==> config.mk <==
export PLATFORM = sky130hd
export DESIGN_NAME = hisc_ctrl
export DESIGN_NICKNAME = d
export VERILOG_FILES = /design/src/sv/hisc_pkg.sv /design/src/sv/hisc_ctrl.sv
export SDC_FILE = /design/constraint.sdc
export NUM_CORES = 1
export LEC_CHECK = 0
export ABC_AREA = 1
export BUFFER_PORTS_ARGS = -buffer_cell sky130_fd_sc_hd__buf_2
export CAP_MARGIN = 15
export CORE_MARGIN = 3
export CORE_UTILIZATION = 49
export DETAILED_ROUTE_END_ITERATION = 6
export MAX_ROUTING_LAYER = met4
export PLACE_DENSITY = 0.89
export SLEW_MARGIN = 20
export SYNTH_ARGS = -nofsm -noshare
export SYNTH_HDL_FRONTEND = slang
export SYNTH_SLANG_ARGS = --single-unit
==> constraint.sdc <==
create_clock -name clk -period 1.4 [get_ports clk]
set_input_delay 0.07 -clock clk [delete_from_list [all_inputs] [get_ports clk]]
set_output_delay 0.07 -clock clk [all_outputs]
set_load 0.05 [all_outputs]
==> src/sv/hisc_pkg.sv <==
// Package of the homography inlier scoring core: command and status types and constants.
// Used by the controller, the datapath and the top level; depends on nothing.
`default_nettype none

package hisc_pkg;

    localparam int unsigned NumCoef   = 9;
    localparam int unsigned CountW    = 16;
    localparam int unsigned QuotW     = 25;
    localparam logic [24:0] ProjPosMax = 25'd8388607;
    localparam logic [24:0] ProjNegMax = 25'd8388608;
    localparam logic        OpLoad     = 1'b0;
    localparam logic        OpTest     = 1'b1;

    typedef struct packed {
        logic       capture;
        logic       acc_clr;
        logic       mul_en;
        logic [3:0] mul_idx;
        logic       div_start;
        logic       div_sel;
        logic       sq_en;
        logic       sq_sel;
        logic       finish_load;
        logic       finish_test;
    } hisc_cmd_t;

    typedef struct packed {
        logic div_busy;
        logic w_zero;
        logic out_full;
    } hisc_sts_t;

    function automatic logic [63:0] hisc_mag(input logic signed [63:0] a);
        return a[63] ? 64'(-a) : 64'(a);
    endfunction

endpackage

`default_nettype wire

==> src/sv/hisc_ctrl.sv <==
// Controller of the inlier scoring core: sequences products, divisions and the final result.
// Depends on hisc_pkg.
`default_nettype none

module hisc_ctrl (
    input  wire logic              clk,
    input  wire logic              rst_n,
    input  wire logic              in_valid,
    output logic                   in_ready,
    input  wire logic              operation,
    input  wire hisc_pkg::hisc_sts_t sts,
    output hisc_pkg::hisc_cmd_t    cmd
);
    import hisc_pkg::*;

    localparam logic [3:0] S_IDLE  = 4'd0;
    localparam logic [3:0] S_DEC   = 4'd1;
    localparam logic [3:0] S_MUL   = 4'd2;
    localparam logic [3:0] S_DRAIN = 4'd3;
    localparam logic [3:0] S_CHECK = 4'd4;
    localparam logic [3:0] S_WAITX = 4'd5;
    localparam logic [3:0] S_SQX   = 4'd6;
    localparam logic [3:0] S_WAITY = 4'd7;
    localparam logic [3:0] S_SQY   = 4'd8;
    localparam logic [3:0] S_FIN   = 4'd9;

    logic [3:0] state_reg, state_next;
    logic [3:0] cnt_reg, cnt_next;
    logic       op_reg, op_next;

    always_ff @(posedge clk or negedge rst_n)
    begin
        if (!rst_n)
        begin
            state_reg <= S_IDLE;
            cnt_reg   <= '0;
            op_reg    <= OpLoad;
        end
        else
        begin
            state_reg <= state_next;
            cnt_reg   <= cnt_next;
            op_reg    <= op_next;
        end
    end

    always_comb
    begin
        state_next = state_reg;
        cnt_next   = cnt_reg;
        op_next    = op_reg;
        in_ready   = 1'b0;
        cmd        = '0;
        cmd.mul_idx = cnt_reg;
        unique case (state_reg)
            S_IDLE:
            begin
                in_ready = 1'b1;
                if (in_valid)
                begin
                    cmd.capture = 1'b1;
                    op_next     = operation;
                    state_next  = S_DEC;
                end
            end
            S_DEC:
            begin
                cnt_next = '0;
                if (op_reg == OpLoad)
                begin
                    state_next = S_FIN;
                end
                else
                begin
                    cmd.acc_clr = 1'b1;
                    state_next  = S_MUL;
                end
            end
            S_MUL:
            begin
                cmd.mul_en = 1'b1;
                cnt_next   = cnt_reg + 4'd1;
                if (cnt_reg == 4'(NumCoef - 1))
                begin
                    state_next = S_DRAIN;
                end
            end
            S_DRAIN:
            begin
                state_next = S_CHECK;
            end
            S_CHECK:
            begin
                if (sts.w_zero)
                begin
                    state_next = S_FIN;
                end
                else
                begin
                    cmd.div_start = 1'b1;
                    cmd.div_sel   = 1'b0;
                    state_next    = S_WAITX;
                end
            end
            S_WAITX:
            begin
                if (!sts.div_busy)
                begin
                    state_next = S_SQX;
                end
            end
            S_SQX:
            begin
                cmd.sq_en     = 1'b1;
                cmd.sq_sel    = 1'b0;
                cmd.div_start = 1'b1;
                cmd.div_sel   = 1'b1;
                state_next    = S_WAITY;
            end
            S_WAITY:
            begin
                if (!sts.div_busy)
                begin
                    state_next = S_SQY;
                end
            end
            S_SQY:
            begin
                cmd.sq_en  = 1'b1;
                cmd.sq_sel = 1'b1;
                state_next = S_FIN;
            end
            S_FIN:
            begin
                if (!sts.out_full)
                begin
                    cmd.finish_load = (op_reg == OpLoad);
                    cmd.finish_test = (op_reg == OpTest);
                    state_next      = S_IDLE;
                end
            end
            default:
            begin
                state_next = S_IDLE;
            end
        endcase
    end

endmodule

`default_nettype wire

# Word-level counts from Yosys, hierarchy flattened
# Index checks and enable logic that the tools add are counted.
# totals
mem_count,0
ff_bits,9
latch_bits,0
mem_bits_ro,0
wordCells,44
ram_bits,0
input_bits,7
# op_classes
n_bitwise,1
mul,0
n_addsub,1
order_cmp,0
reduce_logical,4
muxes,20
shift,0
eq_ne,15
n_div,0
# ops
cell,n
$pmux W4 S10,1
$mux W4,7
$eq A4 B3 Y1 const B,4
$eq A4 B4 Y1 const B,3
$ne A2 B2 Y1 const B,5
$eq A4 B2 Y1 const B,2
$pmux W2 S2,2
$pmux W4 S2,1
$mux W1,6
$mux W2,3
$reduce_and A5 Y1,1
$add A4 B1 Y4 const B,1
$eq A4 B1 Y1 const B,1
$logic_not A4 Y1,1
$reduce_and A2 Y1,1
$reduce_bool A2 Y1,1
$not A1 Y1,1

# Depth between registers and ports, before layout
# logic_depth
word_depth,3
depth_mapped,8

# Worst setup path after synthesis
# Ideal clock, no wire load.
# synth_timing
kind,reg2out
startpoint,register state_reg[0]
endpoint,output cmd[5] (netlist bit)
arrival_ns,1.747
required_time_ns,1.330
path_stages_with_launch,4
setup_slack_ns,-0.417
cell_sequence,dfrtp_1 -> inv_2 -> nand2_4 -> o21ai_0
# synth_lines
item,line,rtl
"start, declared",hisc_ctrl.sv:27,"logic [3:0] state_reg, state_next;"
"start signal, assigned",hisc_ctrl.sv:41,state_reg <= state_next;
"end, declared",hisc_ctrl.sv:12,output hisc_pkg::hisc_cmd_t cmd

==> qor.yml <==
drt:
  dr.pass1.iters: 5
  vias: 849
  route.detailed.drc: 0
  wire_per_inst_um: 18.4
  final_antenna_net_count: 0
  drt_iter0_drc: 64
  drt_wl_total_mm: 2.61
  via_per_inst: 5.98
global_route:
  grt_pass1_wl_mm: 3.44
  grt_max_degree: 10
  overflow: 0
  grt_pass1_vias: 735
  grt_usage_pct: 25.9
  grt_antenna_before_repair: 0
finish:
  nets: 138
  syn_to_final_growth_pct: 52.8
  n_fill_cell: 57
  antennaDiodeCount: 0
  fin_area_sq_mm: 0.00105
  finish.utilization_pct: 87.4
  drive_gt1_share_pct: 54.7
timing:
  grt_setup_unrepaired: "yes"
  finalCriticalPeriod_ns: 1.47
  finClkSkew_ns: 0.00116
  setup_viol: 6
  setup_ws_ns: -0.0742
  drv_slew: 0
  holdWs_ns: 0.0233
  fmax_mhz: 678
  post-route-period-util_pct: 105
  finalHoldViolations: 0
  relSlewSlack_pct: 78.2
  tightestPinTransition_ns: 0.327
die:
  initial_core_util_pct: 57.2
  io_pins: 21
  die_x_um: 43.4
  dieArea_sq_mm: 0.00189
  rows: 12
  core_area_sq_mm: 0.00120
  die_h_um: 43.4
run_status:
  violations: "setup timing"
  status: "complete, but fails checks"
hold_path:
  holdCritPathClass: "in -> reg"
  hold_end: "op_reg$_DFFE_PN0P_"
  holdPathStages: 3
  hold_path.startpoint: "operation"
cts:
  cts_root_buf: "clkbuf_4"
  cts_tree: "done"
  path_clk_slew_ns: 0.07
  clk_path_buf_depth: 2
  cts.sinks: 9
  insertion_delay_ns: 0.27
  cts_buffers: 3
  htree_num_levels: 1
logic_synthesis:
  synthCells: 95
  ys_seq_area_share_pct: 32.8
  synth_area_sq_um: 687
  yosysWarnings: 0
  synth_area_per_cell_sq_um: 7.23
  synth.distinct_cells: 20
  ys_seq_elements: 9
  synth_nets: 104
critical_path:
  cp_cell_sequence: "nor2_2 -> nand2_1 -> nor3_1 -> buf_4"
  start_kind: "flip-flop"
  path_class: "reg -> out"
  worstSetupEndpointType: "output port"
  worstPathArrival_ns: 1.40
  r2r-start: "state_reg[1]$_DFFE_PN0P_"
  crit_fanout: 6
  ff2ff_path_depth: 9
  slowest_stage: "dfrtp_2"
  r2r_end: "op_reg$_DFFE_PN0P_"
  critPathMaxStageDelay_ns: 0.48
  worst-r2r-setup-slack_ns: 0.04
  worstPathRequired_ns: 1.33
power_and_ir_drop:
  peakVddDrop_uv: 1430
  leakagePower_nw: 0.532
  power_density_mw_per_mm2: 2300
  p_clk_share_pct: 8.8
  combPwrFrac_pct: 71.6
  switching_share_pct: 56.8
  p_seq_share_pct: 19.6
  internal-power_mw: 1.05
  p_sw_mw: 1.37
flow_run:
  maxCapViolCount: 0
place:
  hpwlAfterDp_mm: 1.41
  place_area_sq_um: 832
  gp_congestion: 0.927
  pre_cts_ws_ns: 0.0898
  io_buffers: 20
cell usage after synthesis (all sizes together):
library cell | n | area, sq um
a21oi | 1 | 5.00
nand3 | 10 | 62.6
nor3 | 2 | 10.0
dfrtp | 9 | 225
xnor2 | 1 | 8.76
o22ai | 2 | 12.5
o21ai | 5 | 25.0
xor2 | 1 | 8.76
nand2 | 29 | 149
nor2 | 17 | 95.1
inv | 16 | 60.1
ha | 2 | 25.0
through the flow:
stage               power (mW)  std cells  TNS [ns]
finish                    2.42        142    -0.310
floorplan                 1.44         95    -0.790
global placement          1.68        130         0
global route              2.55        142    -0.674
CTS                       2.13        139   -0.0867
detailed placement        1.73        130         0
cells by family after synthesis:
family | synth area share, %
and+or+nand+nor | 46.1
xor gates and xnor gates | 2.55
AOI/OAI and AO/OA | 6.19
DFF | 32.8
buffers and inverters | 8.74
adders and majority gates | 3.64
area by class of cell:
class	instances	area [sq um]	share of cell area, %
Inverter	16	65.1	6.20
Timing Repair Buffer	29	233	22.2
Clock buffer	3	22.5	2.15
Clock inverter	1	5.00	0.477
Tap cell	14	17.5	1.67
Sequential cell	9	231	22.0
Multi-Input combinational cell	70	475	45.3
how the worst max path moves through the flow:
stage,depth (start not counted),from,to
2_1_floorplan,4,state_reg[0]$_DFFE_PN0P_,cmd[0]
3_3_place_gp,6,state_reg[0]$_DFFE_PN0P_,cmd[12]
3_5_place_dp,6,state_reg[0]$_DFFE_PN0P_,cmd[12]
4_1_cts,6,state_reg[1]$_DFFE_PN0P_,cmd[5]
5_1_grt,5,state_reg[3]$_DFFE_PN0P_,cmd[1]
6_report,4,state_reg[1]$_DFFE_PN0P_,cmd[1]
power groups by stage:
| stage | clock, mW | sequential [mW] | combinational, mW |
|---|---|---|---|
| after floorplan | 0 | 0.516 | 0.925 |
| after global placement | 0 | 0.445 | 1.23 |
| after detailed placement | 0 | 0.450 | 1.28 |
| after CTS | 0.214 | 0.446 | 1.47 |
| after global routing | 0.233 | 0.481 | 1.83 |
| final | 0.214 | 0.473 | 1.73 |
cell usage in the layout, fill, tap and decap left out:
master / Yosys / layout
nand3_4: 1 / 1
nand2_2: 1 / 3
o21ai_1: 1 / 1
buf_4: 0 / 11
nor2_2: 3 / 4
buf_8: 0 / 3
nor3_1: 2 / 1
dfrtp_2: 0 / 5
dlygate4sd3_1: 0 / 1
clkbuf_4: 0 / 3
a21oi_1: 1 / 1
nand2_1: 23 / 19
dfrtp_1: 9 / 4
o21ai_2: 0 / 1
ha_1: 2 / 2
o21ai_0: 4 / 3
clkinv_2: 0 / 1
inv_1: 11 / 8
nand2_4: 5 / 7
inv_2: 5 / 6
nor2_4: 1 / 6
nor2_1: 12 / 6
inv_4: 0 / 2
nand3_2: 0 / 1
xor2_1: 1 / 1
nand3_1: 9 / 8
buf_2: 0 / 10
xnor2_1: 1 / 1
o22ai_1: 2 / 2
nor2_8: 1 / 1
nor3_2: 0 / 1
buf_6: 0 / 4
metal layers:
metal	GRT usage [%]	part of all wire (%)	vias to the layer above
met5	-	0	-
met4	5.42	3.9	0
met3	8.71	9.1	20
met2	44.8	53	70
met1	28.6	34	394
li1	-	-	365
what timing repair did:
item	CTS	global route
hold buffers	1	0
pin swaps	1	4
gates resized for setup	21	24
gates cloned	0	0
endpoints found under the setup margin	10	14
hold endpoints to repair	9	0
buffers inserted	4	3
worst max-delay path: cells and delay by family, from the launching register on:
kind,cells,cell delay [ns]
and+or+nand+nor,3,0.42
buffers and inverters,1,0.22
DFF,1,0.48
Power figures use the tool's default switching activity.
